===== src/ric_pkg.sv =====
// ----------------------------------------------------------------------------
// ric_pkg
// Shared widths, codes and the table entry layout of the inode cache.
// ----------------------------------------------------------------------------
package ric_pkg;

  localparam int DEV_W  = 16;
  localparam int INO_W  = 13;
  localparam int SLOT_W = 5;
  localparam int ST_W   = 3;
  localparam int SEC_W  = 13;
  localparam int OFF_W  = 9;
  localparam int CNT_W  = 8;
  localparam int IMAP_W = 8;
  localparam int SMAP_W = 12;
  localparam int CFG_W  = 12;
  localparam int CFG_IDX_W = 1;

  localparam logic [CFG_IDX_W-1:0] CFG_IMAP = 1'd0;
  localparam logic [CFG_IDX_W-1:0] CFG_SMAP = 1'd1;

  localparam logic [SEC_W-1:0] SEC_MAX = '1;
  localparam logic [CNT_W-1:0] CNT_MAX = '1;

  typedef enum logic [ST_W-1:0] {
    ST_HIT    = 3'd0,
    ST_NEW    = 3'd1,
    ST_NULL   = 3'd2,
    ST_FULL   = 3'd3,
    ST_RELERR = 3'd4
  } status_t;

  typedef struct packed {
    logic [DEV_W-1:0] dev;
    logic [INO_W-1:0] ino;
    logic [CNT_W-1:0] cnt;
  } ent_t;

endpackage


===== src/ric_table.sv =====
// ----------------------------------------------------------------------------
// ric_table
// Slot table memory with one write and one registered read port per cycle.
// ----------------------------------------------------------------------------
module ric_table #(
  parameter int ENTRIES = 32,
  parameter int IDX_W   = 5
) (
  input  logic               clk,
  input  logic               rst_n,
  input  logic               we,
  input  logic [IDX_W-1:0]   waddr,
  input  ric_pkg::ent_t      wdata,
  input  logic               rd_en,
  input  logic [IDX_W-1:0]   rd_addr,
  output ric_pkg::ent_t      rd_data
);

  ric_pkg::ent_t mem [ENTRIES];
  ric_pkg::ent_t rd_q_r;
  logic [ENTRIES-1:0] valid_r;
  logic rv_r;

  // A slot never written since reset reads as free.
  always_ff @(posedge clk) begin
    if (!rst_n) begin
      valid_r <= '0;
    end else if (we) begin
      valid_r[waddr] <= 1'b1;
    end
  end

  always_ff @(posedge clk) begin
    if (we) begin
      mem[waddr] <= wdata;
    end
    if (rd_en) begin
      rd_q_r <= mem[rd_addr];
      rv_r   <= valid_r[rd_addr];
    end
  end

  assign rd_data = '{dev: rd_q_r.dev, ino: rd_q_r.ino,
                     cnt: rv_r ? rd_q_r.cnt : '0};

endmodule


===== src/ric_locate.sv =====
// ----------------------------------------------------------------------------
// ric_locate
// Sector and byte offset of an inode, by a reciprocal multiplication.
// ----------------------------------------------------------------------------
module ric_locate #(
  parameter int SECTOR_BYTES = 512,
  parameter int INODE_BYTES  = 32
) (
  input  logic                        clk,
  input  logic                        rst_n,
  input  logic                        start,
  input  logic [ric_pkg::INO_W-1:0]   k,
  input  logic [ric_pkg::IMAP_W-1:0]  imap,
  input  logic [ric_pkg::SMAP_W-1:0]  smap,
  output logic                        done,
  output logic [ric_pkg::SEC_W-1:0]   sector,
  output logic [ric_pkg::OFF_W-1:0]   offset
);

  localparam int PER_RAW = SECTOR_BYTES / INODE_BYTES;
  localparam int PER     = (PER_RAW == 0) ? 1 : PER_RAW;
  localparam int REM_W   = $clog2(PER) + 1;
  localparam int SHIFT   = ric_pkg::INO_W + $clog2(PER);
  localparam int RCP_W   = ric_pkg::INO_W + 1;
  localparam int PRD_W   = ric_pkg::INO_W + RCP_W;
  localparam int RCP     = ((1 << SHIFT) + PER - 1) / PER;
  localparam int MUL_W   = REM_W + 9;
  localparam int SUM_W   = ric_pkg::SEC_W + 1;

  logic [ric_pkg::INO_W-1:0] k_r;
  logic [ric_pkg::INO_W-1:0] k1_r;
  logic [ric_pkg::INO_W-1:0] q_r;
  logic [REM_W-1:0]          rem_r;
  logic [SUM_W-1:0]          sum_r;
  logic                      v1_r;
  logic                      v2_r;
  logic                      done_r;
  logic [PRD_W-1:0]          prd;
  logic [ric_pkg::INO_W-1:0] qp;
  logic [ric_pkg::INO_W-1:0] rem_full;
  logic [MUL_W-1:0]          prod;

  // The rounded-up reciprocal gives the exact quotient for every 13-bit k.
  assign prd      = PRD_W'(k_r) * PRD_W'(RCP);
  assign qp       = q_r * ric_pkg::INO_W'(PER);
  assign rem_full = k1_r - qp;

  always_ff @(posedge clk) begin
    if (!rst_n) begin
      v1_r   <= 1'b0;
      v2_r   <= 1'b0;
      done_r <= 1'b0;
    end else begin
      v1_r <= start;
      v2_r <= v1_r;
      if (start) begin
        done_r <= 1'b0;
      end else if (v2_r) begin
        done_r <= 1'b1;
      end
    end
  end

  always_ff @(posedge clk) begin
    if (start) begin
      k_r <= k;
    end
    if (v1_r) begin
      k1_r <= k_r;
      q_r  <= ric_pkg::INO_W'(prd >> SHIFT);
    end
    if (v2_r) begin
      rem_r <= rem_full[REM_W-1:0];
      sum_r <= SUM_W'(2) + SUM_W'(imap) + SUM_W'(smap) + SUM_W'(q_r);
    end
  end

  assign prod = MUL_W'(rem_r) * MUL_W'(INODE_BYTES);

  assign done   = done_r;
  assign sector = (sum_r > SUM_W'(ric_pkg::SEC_MAX)) ? ric_pkg::SEC_MAX
                                                     : sum_r[ric_pkg::SEC_W-1:0];
  assign offset = prod[ric_pkg::OFF_W-1:0];

endmodule


===== src/refcounted_inode_cache.sv =====
// A hit on slot i gives its result once the scan has read slot i, a miss (allocation or
// full table) once it has read every slot; a release reads its slot once, a null request none.
// Throughput: one word at a time; the next word can be accepted in the same cycle the result
// appears. The slot scan issues one table read per cycle.
// Reset: synchronous, clears the slot valid flags at once; no clearing pass.
// ----------------------------------------------------------------------------
// refcounted_inode_cache
// Reference-counted inode slot table with acquire, release and sector lookup.
// ----------------------------------------------------------------------------
module refcounted_inode_cache #(
  parameter int TABLE_ENTRIES = 32,
  parameter int SECTOR_BYTES  = 512,
  parameter int INODE_BYTES   = 32
) (
  input  logic                               clk,
  input  logic                               rst_n,
  input  logic                               in_tvalid,
  output logic                               in_tready,
  // device[15:0], inode_number[28:16], slot[33:29], zero fill
  input  logic [39:0]                        in_tdata,
  // action[0]
  input  logic [0:0]                         in_tuser,
  output logic                               out_tvalid,
  input  logic                               out_tready,
  // slot_index[4:0], sector[17:5], byte_offset[26:18], ref_count[34:27], zero fill
  output logic [39:0]                        out_tdata,
  // status[2:0]
  output logic [ric_pkg::ST_W-1:0]           out_tuser,
  input  logic                               cfg_we,
  input  logic [ric_pkg::CFG_IDX_W-1:0]      cfg_index,
  input  logic [ric_pkg::CFG_W-1:0]          cfg_wdata
);

  localparam int IDX_W = $clog2(TABLE_ENTRIES);

  typedef enum logic [1:0] {S_IDLE, S_REL, S_SCAN, S_EMIT} state_t;

  state_t                        state_r, state_nxt;
  logic [ric_pkg::IMAP_W-1:0]    imap_r;
  logic [ric_pkg::SMAP_W-1:0]    smap_r;
  logic [ric_pkg::DEV_W-1:0]     dev_r, dev_nxt;
  logic [ric_pkg::INO_W-1:0]     ino_r, ino_nxt;
  ric_pkg::status_t              res_st_r, res_st_nxt;
  logic [ric_pkg::SLOT_W-1:0]    res_idx_r, res_idx_nxt;
  logic [ric_pkg::CNT_W-1:0]     res_cnt_r, res_cnt_nxt;
  logic                          res_loc_r, res_loc_nxt;
  logic [IDX_W:0]                issue_r, issue_nxt;
  logic                          chk_vld_r, chk_vld_nxt;
  logic [IDX_W-1:0]              chk_idx_r, chk_idx_nxt;
  logic                          free_vld_r, free_vld_nxt;
  logic [IDX_W-1:0]              free_idx_r, free_idx_nxt;
  logic [IDX_W-1:0]              rel_idx_r, rel_idx_nxt;
  logic                          out_tvalid_r, out_tvalid_nxt;
  logic [39:0]                   out_tdata_r, out_tdata_nxt;
  logic [ric_pkg::ST_W-1:0]      out_tuser_r, out_tuser_nxt;

  logic                          tbl_we;
  logic [IDX_W-1:0]              tbl_waddr;
  ric_pkg::ent_t                 tbl_wdata;
  logic                          tbl_rd_en;
  logic [IDX_W-1:0]              tbl_rd_addr;
  ric_pkg::ent_t                 tbl_rd_data;

  logic                          loc_start;
  logic                          loc_done;
  logic [ric_pkg::SEC_W-1:0]     loc_sector;
  logic [ric_pkg::OFF_W-1:0]     loc_offset;

  logic                          in_acc;
  logic                          in_action;
  logic [ric_pkg::DEV_W-1:0]     in_dev;
  logic [ric_pkg::INO_W-1:0]     in_ino;
  logic [ric_pkg::SLOT_W-1:0]    in_slot;
  logic                          slot_ok;
  logic                          hit;
  logic                          free_now;
  logic                          last;
  logic                          out_free;

  assign in_action = in_tuser[0];
  assign in_dev    = in_tdata[15:0];
  assign in_ino    = in_tdata[28:16];
  assign in_slot   = in_tdata[33:29];
  assign in_tready = (state_r == S_IDLE);
  assign in_acc    = in_tvalid && in_tready;
  assign slot_ok   = ({27'd0, in_slot} < 32'(TABLE_ENTRIES));
  assign loc_start = in_acc;
  assign out_free  = !out_tvalid_r || out_tready;

  assign hit      = chk_vld_r && (tbl_rd_data.cnt != '0) &&
                    (tbl_rd_data.dev == dev_r) && (tbl_rd_data.ino == ino_r);
  assign free_now = chk_vld_r && (tbl_rd_data.cnt == '0);
  assign last     = chk_vld_r && (chk_idx_r == IDX_W'(TABLE_ENTRIES - 1));

  always_ff @(posedge clk) begin
    if (!rst_n) begin
      imap_r <= ric_pkg::IMAP_W'(1);
      smap_r <= ric_pkg::SMAP_W'(1);
    end else if (cfg_we) begin
      case (cfg_index)
        ric_pkg::CFG_IMAP: imap_r <= cfg_wdata[ric_pkg::IMAP_W-1:0];
        ric_pkg::CFG_SMAP: smap_r <= cfg_wdata[ric_pkg::SMAP_W-1:0];
        default: ;
      endcase
    end
  end

  always_comb begin
    state_nxt      = state_r;
    dev_nxt        = dev_r;
    ino_nxt        = ino_r;
    res_st_nxt     = res_st_r;
    res_idx_nxt    = res_idx_r;
    res_cnt_nxt    = res_cnt_r;
    res_loc_nxt    = res_loc_r;
    issue_nxt      = issue_r;
    chk_vld_nxt    = 1'b0;
    chk_idx_nxt    = chk_idx_r;
    free_vld_nxt   = free_vld_r;
    free_idx_nxt   = free_idx_r;
    rel_idx_nxt    = rel_idx_r;
    out_tvalid_nxt = out_tvalid_r && !out_tready;
    out_tdata_nxt  = out_tdata_r;
    out_tuser_nxt  = out_tuser_r;
    tbl_we         = 1'b0;
    tbl_waddr      = chk_idx_r;
    tbl_wdata      = tbl_rd_data;
    tbl_rd_en      = 1'b0;
    tbl_rd_addr    = issue_r[IDX_W-1:0];

    case (state_r)
      S_IDLE: begin
        if (in_acc) begin
          dev_nxt      = in_dev;
          ino_nxt      = in_ino;
          res_idx_nxt  = '0;
          res_cnt_nxt  = '0;
          res_loc_nxt  = 1'b0;
          issue_nxt    = '0;
          free_vld_nxt = 1'b0;
          rel_idx_nxt  = IDX_W'(in_slot);
          if (in_action) begin
            res_idx_nxt = in_slot;
            if (slot_ok) begin
              tbl_rd_en   = 1'b1;
              tbl_rd_addr = IDX_W'(in_slot);
              state_nxt   = S_REL;
            end else begin
              res_st_nxt = ric_pkg::ST_RELERR;
              state_nxt  = S_EMIT;
            end
          end else if (in_ino == '0) begin
            res_st_nxt = ric_pkg::ST_NULL;
            state_nxt  = S_EMIT;
          end else begin
            state_nxt = S_SCAN;
          end
        end
      end
      S_REL: begin
        if (tbl_rd_data.cnt == '0) begin
          res_st_nxt = ric_pkg::ST_RELERR;
        end else begin
          tbl_we        = 1'b1;
          tbl_waddr     = rel_idx_r;
          tbl_wdata.cnt = tbl_rd_data.cnt - 1'b1;
          res_st_nxt    = ric_pkg::ST_HIT;
          res_cnt_nxt   = tbl_rd_data.cnt - 1'b1;
        end
        state_nxt = S_EMIT;
      end
      S_SCAN: begin
        if (issue_r < (IDX_W+1)'(TABLE_ENTRIES)) begin
          tbl_rd_en = 1'b1;
          issue_nxt = issue_r + 1'b1;
        end
        chk_vld_nxt = tbl_rd_en;
        chk_idx_nxt = issue_r[IDX_W-1:0];
        if (hit) begin
          tbl_we        = 1'b1;
          tbl_wdata.cnt = (tbl_rd_data.cnt == ric_pkg::CNT_MAX) ? ric_pkg::CNT_MAX
                                                              : tbl_rd_data.cnt + 1'b1;
          res_st_nxt    = ric_pkg::ST_HIT;
          res_idx_nxt   = ric_pkg::SLOT_W'(chk_idx_r);
          res_cnt_nxt   = tbl_wdata.cnt;
          res_loc_nxt   = 1'b1;
          chk_vld_nxt   = 1'b0;
          state_nxt     = S_EMIT;
        end else if (last) begin
          if (free_vld_r || free_now) begin
            tbl_we      = 1'b1;
            tbl_waddr   = free_vld_r ? free_idx_r : chk_idx_r;
            tbl_wdata   = '{dev: dev_r, ino: ino_r, cnt: ric_pkg::CNT_W'(1)};
            res_st_nxt  = ric_pkg::ST_NEW;
            res_idx_nxt = ric_pkg::SLOT_W'(tbl_waddr);
            res_cnt_nxt = ric_pkg::CNT_W'(1);
            res_loc_nxt = 1'b1;
          end else begin
            res_st_nxt = ric_pkg::ST_FULL;
          end
          chk_vld_nxt = 1'b0;
          state_nxt   = S_EMIT;
        end else if (free_now && !free_vld_r) begin
          free_vld_nxt = 1'b1;
          free_idx_nxt = chk_idx_r;
        end
      end
      S_EMIT: begin
        if ((!res_loc_r || loc_done) && out_free) begin
          out_tvalid_nxt = 1'b1;
          out_tuser_nxt  = res_st_r;
          out_tdata_nxt  = {5'd0, res_cnt_r,
                            res_loc_r ? loc_offset : ric_pkg::OFF_W'(0),
                            res_loc_r ? loc_sector : ric_pkg::SEC_W'(0),
                            res_idx_r};
          state_nxt      = S_IDLE;
        end
      end
      default: begin
        state_nxt = S_IDLE;
      end
    endcase
  end

  always_ff @(posedge clk) begin
    if (!rst_n) begin
      state_r      <= S_IDLE;
      out_tvalid_r <= 1'b0;
      chk_vld_r    <= 1'b0;
      free_vld_r   <= 1'b0;
      issue_r      <= '0;
    end else begin
      state_r      <= state_nxt;
      out_tvalid_r <= out_tvalid_nxt;
      chk_vld_r    <= chk_vld_nxt;
      free_vld_r   <= free_vld_nxt;
      issue_r      <= issue_nxt;
    end
    dev_r       <= dev_nxt;
    ino_r       <= ino_nxt;
    res_st_r    <= res_st_nxt;
    res_idx_r   <= res_idx_nxt;
    res_cnt_r   <= res_cnt_nxt;
    res_loc_r   <= res_loc_nxt;
    chk_idx_r   <= chk_idx_nxt;
    free_idx_r  <= free_idx_nxt;
    rel_idx_r   <= rel_idx_nxt;
    out_tdata_r <= out_tdata_nxt;
    out_tuser_r <= out_tuser_nxt;
  end

  assign out_tvalid = out_tvalid_r;
  assign out_tdata  = out_tdata_r;
  assign out_tuser  = out_tuser_r;

  ric_table #(
    .ENTRIES (TABLE_ENTRIES),
    .IDX_W   (IDX_W)
  ) u_table (
    .clk     (clk),
    .rst_n   (rst_n),
    .we      (tbl_we),
    .waddr   (tbl_waddr),
    .wdata   (tbl_wdata),
    .rd_en   (tbl_rd_en),
    .rd_addr (tbl_rd_addr),
    .rd_data (tbl_rd_data)
  );

  ric_locate #(
    .SECTOR_BYTES (SECTOR_BYTES),
    .INODE_BYTES  (INODE_BYTES)
  ) u_locate (
    .clk    (clk),
    .rst_n  (rst_n),
    .start  (loc_start),
    .k      (in_ino - 1'b1),
    .imap   (imap_r),
    .smap   (smap_r),
    .done   (loc_done),
    .sector (loc_sector),
    .offset (loc_offset)
  );

  a_wr_state: assert property (@(posedge clk) disable iff (!rst_n)
    tbl_we |-> (state_r == S_REL || state_r == S_SCAN))
    else $error("table written outside release or scan");

  a_one_word: assert property (@(posedge clk) disable iff (!rst_n)
    in_acc |=> !in_tready)
    else $error("second word taken while a request is in progress");

  a_new_cnt: assert property (@(posedge clk) disable iff (!rst_n)
    (out_tvalid && out_tuser == ric_pkg::ST_NEW) |-> (out_tdata[34:27] == 8'd1))
    else $error("new slot does not report a count of one");

  a_null_zero: assert property (@(posedge clk) disable iff (!rst_n)
    (out_tvalid && (out_tuser == ric_pkg::ST_NULL || out_tuser == ric_pkg::ST_FULL))
      |-> (out_tdata == '0))
    else $error("null or full result carries nonzero fields");

endmodule

===== config.mk =====
export PLATFORM = sky130hd
export DESIGN_NAME = refcounted_inode_cache
export DESIGN_NICKNAME = d
export VERILOG_FILES = /design/src/ric_pkg.sv /design/src/ric_table.sv /design/src/ric_locate.sv /design/src/refcounted_inode_cache.sv
export SDC_FILE = /design/constraint.sdc
export NUM_CORES = 2
export LEC_CHECK = 0
export BUFFER_PORTS_ARGS = -buffer_cell sky130_fd_sc_hd__buf_2
export CAP_MARGIN = 20
export CORE_AREA = 2 2 379 306
export DETAILED_ROUTE_END_ITERATION = 7
export DIE_AREA = 0 0 381 308
export PLACE_DENSITY = 0.75
export SETUP_SLACK_MARGIN = 0.4
export SKIP_LAST_GASP = 1
export SLEW_MARGIN = 20
export SYNTH_ARGS = -nofsm -noshare
export SYNTH_HDL_FRONTEND = slang
export SYNTH_SLANG_ARGS = --single-unit
export TNS_END_PERCENT = 100

===== constraint.sdc =====
create_clock -name clk -period 13 [get_ports clk]
set_input_delay 3.25 -clock clk [delete_from_list [all_inputs] [get_ports clk]]
set_output_delay 3.25 -clock clk [all_outputs]
set_load 0.02 [all_outputs]

======== Word level (Yosys, flattened, before mapping) ========
Memories as Yosys holds them, arrays and structs flattened. A register that Yosys moved wholly into a read port is not among the register bits.
Index checks and enable logic that the tools add are counted.
operators by class
  $add $sub $neg .......................... 8
  $lt $le $gt $ge ......................... 5
  eq/ne operators ......................... 18
  multiplexer cells ....................... 75
  bitwise operators ....................... 6
  reduce and logical (&&, ||, !) cells .... 36
operator list
  cell                     count
  $mux W37                 2
  $mux W8                  9
  $mux W5                  13
  $mux W29                 2
  $or A32 B32 Y32          1
  $pmux W8 S3              1
  $mux W1                  21
  $pmux W5 S2              2
  $mux W3                  6
  $eq A16 B16 Y1           1
  $pmux W8 S2              1
  $reduce_and A5 Y1        3
  $add A14 B12 Y14         1
  $add A14 B9 Y14          1
  $gt A14 B13 Y1 const B   1
  $ne A2 B2 Y1 const B     7
  $eq A13 B13 Y1           1
  $logic_not A13 Y1        1
  $mux W13                 1
  $sub A13 B1 Y13 const B  1
  $lt A5 B6 Y1 const B     2
  $mux W2                  6
  $mux W6                  2
  $pmux W6 S2              1
  32 further kinds         61
storage, ports and cells
  register bits ........................... 210
  RAM bits ................................ 1184
  logic and storage cells ................. 178
  memories kept ........................... 1
memory list
  memory       words  bits a word  read ports  clocked after memory_dff  write ports  line             source
  u_table.mem  32     37           1           1                         1            ric_table.sv:19  ric_pkg::ent_t mem [ENTRIES];

======== Depth between registers and ports, before layout ========
  depth after elaboration ................. 13
  depth in mapped cells ................... 14

======== Hierarchy ========
A second synthesis with hierarchy kept.
second synthesis, totals
  cells, all modules ...................... 3490
  area, all modules ....................... 57552.7 µm²
modules (own cells, without submodules)
  module                  instances  cells an instance  area each (µm²)  seq. area each (µm²)
  ric_table               1          2747               48694.2          37335.8
  refcounted_inode_cache  1          589                6671.4           3593.4
  ric_locate              1          154                2187.1           1351.3

======== Worst setup path after synthesis ========
Ideal clock, no wire load.
  path kind ............................... input-to-reg
  start ................................... input in_tuser
  end ..................................... register, netlist name u_table.rd_data[10]
  setup time .............................. 0.730 ns
  arrival time ............................ 4.917 ns
  data required time ...................... 12.270 ns
  setup slack ............................. 7.353 ns
  stages .................................. 3
  buffers on the path ..................... 1
  cells stage by stage .................... buf_2 nand3_1 o21ai_0
on the way
  cells in the longest elaborated chain, start to end .. 3
ends and longest elaborated chain
  what                line                           source
  start: declaration  refcounted_inode_cache.sv:22   input logic [0:0] in_tuser,
  $mux W1             refcounted_inode_cache.sv:142  if (in_action) begin
  $mux W1             refcounted_inode_cache.sv:133  if (in_acc) begin
  $pmux W1 S2         refcounted_inode_cache.sv:131  case (state_r)
  net tbl_rd_en       refcounted_inode_cache.sv:60   logic tbl_rd_en;
The timed path passes the listed nets, and every way through them passes these cells.
A chain may end at the register's enable or synchronous reset.

======== Worst setup path in the final report ========
  start ................................... input in_tuser
  end ..................................... register, netlist name u_table.rd_q_r[6]
on the way
  cells in the longest elaborated chain, start to end .. 3
ends and longest elaborated chain
  what                                    line
  $mux W1 or $mux W5 (tied branches)      refcounted_inode_cache.sv:142
  $mux W1 or $mux W5 (tied branches)      refcounted_inode_cache.sv:133
  $pmux W1 S2 or $mux W5 (tied branches)  refcounted_inode_cache.sv:131
Several ways; a longest one is shown, not always the timed one.

==> run metrics <==
status finished clean; Sw Pwr 3.05 mW; clock slew at reported path FFs 60 ps; Non-Filler Instances 4855; syn avg cell area 18.1 um^2; Comb power frac 0.166; # hold bufs at CTS 0; Area Overhead vs Synth 11.8%; CTS HTree Levels 4; worst rel slew slack 0.237; worst r2r dst u_table.mem[22][15]; post-layout min period 6860 ps; # DRC 0; Switching Fraction 0.265; Crit Path Category primary input to flip-flop; Vias 29900; fill cell count 8375; total CTS buffers 131; Inst Count DP 4620; Sequential Power Share 0.496; max-cap violation count 0; R2R setup slack 7010 ps; IR Drop Worst-Case VDD 0.000130 V; # clock sinks 1425; vias in the first global route 29000; buffers added on ports 87; top-area cell type share of the netlist area 0.723; r2r startpoint u_table.rv_r; Worst Hold Path Cells 0; Final period util 0.528; overall power 11.5 mW; Top Usage Layer GRT met2; antenna violations before repair 0; Int Pwr 8.47 mW; Die X 381 um; Die ar. 0.117 mm^2; CTS resizes 0; Req. time, crit path 13470 ps; Avg WL per Cell 27.9 um; sequential area share after synthesis 0.746; Hold Crit Start u_locate.k1_r[3]; met1 Use GR 0.331; Data arrival, critical path 7330 ps; Reg2Reg Depth 10; setup TNS 0 ps; Yosys reg bits 1425; Clock power frac 0.338; nets 3315; Antenna Nets Post-Route 0; asr flop ratio synth 0; Fmax 146 MHz; Longest Clk Path Bufs 3; post-synth cell types 76; main area contributors after synthesis edfxtp_1, mux4_2, nand2_1; Worst Max-Slew Pin Slew 1120 ps; final hold vios 0; Worst Setup End Kind flip-flop; Via density 6.17; Hold Path Class flip-flop to flip-flop; Final GP Congestion 0.822; routed wire length 135000 um; Mapped Cells 3117; CTS tree yes; max-slew violation count 0; Setup Viol. Count Final 0; met3 Use GR 0.0573; first-pass GRT wire length 197000 um; Yosys top cell by area edfxtp_1; Worst Hold End u_locate.rem_r[3]; post-DP HPWL 67600 um; Startpoint Class primary input; Core Region 0.114 mm^2; First DRT Iteration DRCs 4328; largest net degree at the start of global routing 153; CTS root buf clkbuf_16; total gr overflow 0; YS warnings 0; synth cell count leaders edfxtp_1, nand2_1, mux4_2, nand3_1, clkbuf_1; RSZ-0062 raised after global routing false; layout cells sized above 1 0.217; largest fanout on the critical path 138; gr usage total 0.231; ys flop type edfxtp_1; met2 Use GR 0.351; Initial Utilization 0.497; skew final 51.3 ps; first drt pass iteration count 5; count leader, synth edfxtp_1; Leakage 20.8 nW; Post-synth EDFFs 1359; Post-CTS Setup Inserts 0; pwr dens 182 mW/mm^2; worst skew pair latency 790 ps; I/O Pins 104; cell area after synthesis 0.0565 mm^2; row count 111; die height 308 um
## cell families after synthesis
logic type	share of synthesized area
XOR/XNOR	0.00946
flip-flops	0.746
buffers and inverters	0.0189
multiplexers	0.130
adder cells (fa/ha/maj)	0.00753
AND/OR/NAND/NOR	0.0651
AO/OA/AOI/OAI	0.0234
other	0.0000664
## sequential cells by signal, summed over array words and instances, names as in the netlist, 6 cells and up
signal	count
u_table.mem	1184
u_table.valid_r	32
out_tdata	30
u_table.rd_data	29
dev_r	16
ino_r	13
u_locate.k_r	13
u_locate.sum_r	13
smap_r	12
u_locate.q_r	9
imap_r	8
res_cnt_r	8
u_table.rd_q_r	8
issue_r	6
## cell usage in the layout (no fill, tap or decap), types with 42 or more instances in the layout
cell type,count
mux4_2,304
nand3_1,216
inv_1,51
edfxtp_1,1359
o21ai_0,68
clkbuf_16,138
dfxtp_1,66
buf_2,87
buf_4,52
nor2_1,42
nand2_1,438
## worst max-delay path: stages
cell     delay (ps)
buf_2           170
nand3_1         690
mux2i_4         440
buf_12          670
buf_4           820
mux4_2          350
nand2_1          60
nand3_1         140
nand2_1          90
o21ai_0         500
## worst max-delay path by stage
| stage | startpoint | endpoint | slack (ps) |
|---|---|---|---|
| 3_3_place_gp | in_tuser | u_table.rd_q_r[6] | 5360 |
| 6_report | in_tuser | u_table.rd_q_r[6] | 6140 |
| 3_5_place_dp | in_tuser | u_table.rd_q_r[6] | 5320 |
| 4_1_cts | in_tuser | u_table.rd_q_r[6] | 6150 |
| 5_1_grt | in_tuser | u_table.rd_q_r[2] | 5810 |
| 2_1_floorplan | in_tuser | u_table.rd_data[10] | 7350 |
## power groups by stage
stage	clock, mW	sequential (mW)	combinational, mW
2_1_floorplan	0	5.76	1.36
3_3_place_gp	0	5.80	1.83
3_5_place_dp	0	5.81	1.88
4_1_cts	3.94	5.71	1.89
5_1_grt	4.11	5.73	2.07
6_report	3.90	5.71	1.91
## per-stage QoR
step | setup slack [ps] | utilization | area [um^2] | hold WS (ps)
CTS | 6150 | 0.556 | 63100 | 418
global placement | 5360 | 0.518 | 58800 | 401
floorplan | 7350 | - | 56500 | 400
global route | 5810 | 0.556 | 63200 | 421
finish | 6140 | 0.556 | 63200 | 418
detailed placement | 5320 | 0.518 | 58800 | 405
## metal layers
layer  part of all wire  vias up
met5             0.0016        -
met4              0.026        2
met3               0.12      239
met2               0.46     1925
met1               0.39    15300
li1                   -    12500
## layout make-up
type | instances | area (um^2) | area share
well taps | 1525 | 1910 | 0.0302
inverters | 54 | 203 | 0.00321
clock buffers | 172 | 3600 | 0.0570
flip-flops and latches | 1425 | 42100 | 0.667
repair buffers | 143 | 906 | 0.0143
multi-input cells | 1473 | 13700 | 0.217
diodes | 1 | 2.50 | 0.0000396
clock inverters | 62 | 712 | 0.0113
(Power assumes the default switching activity.)
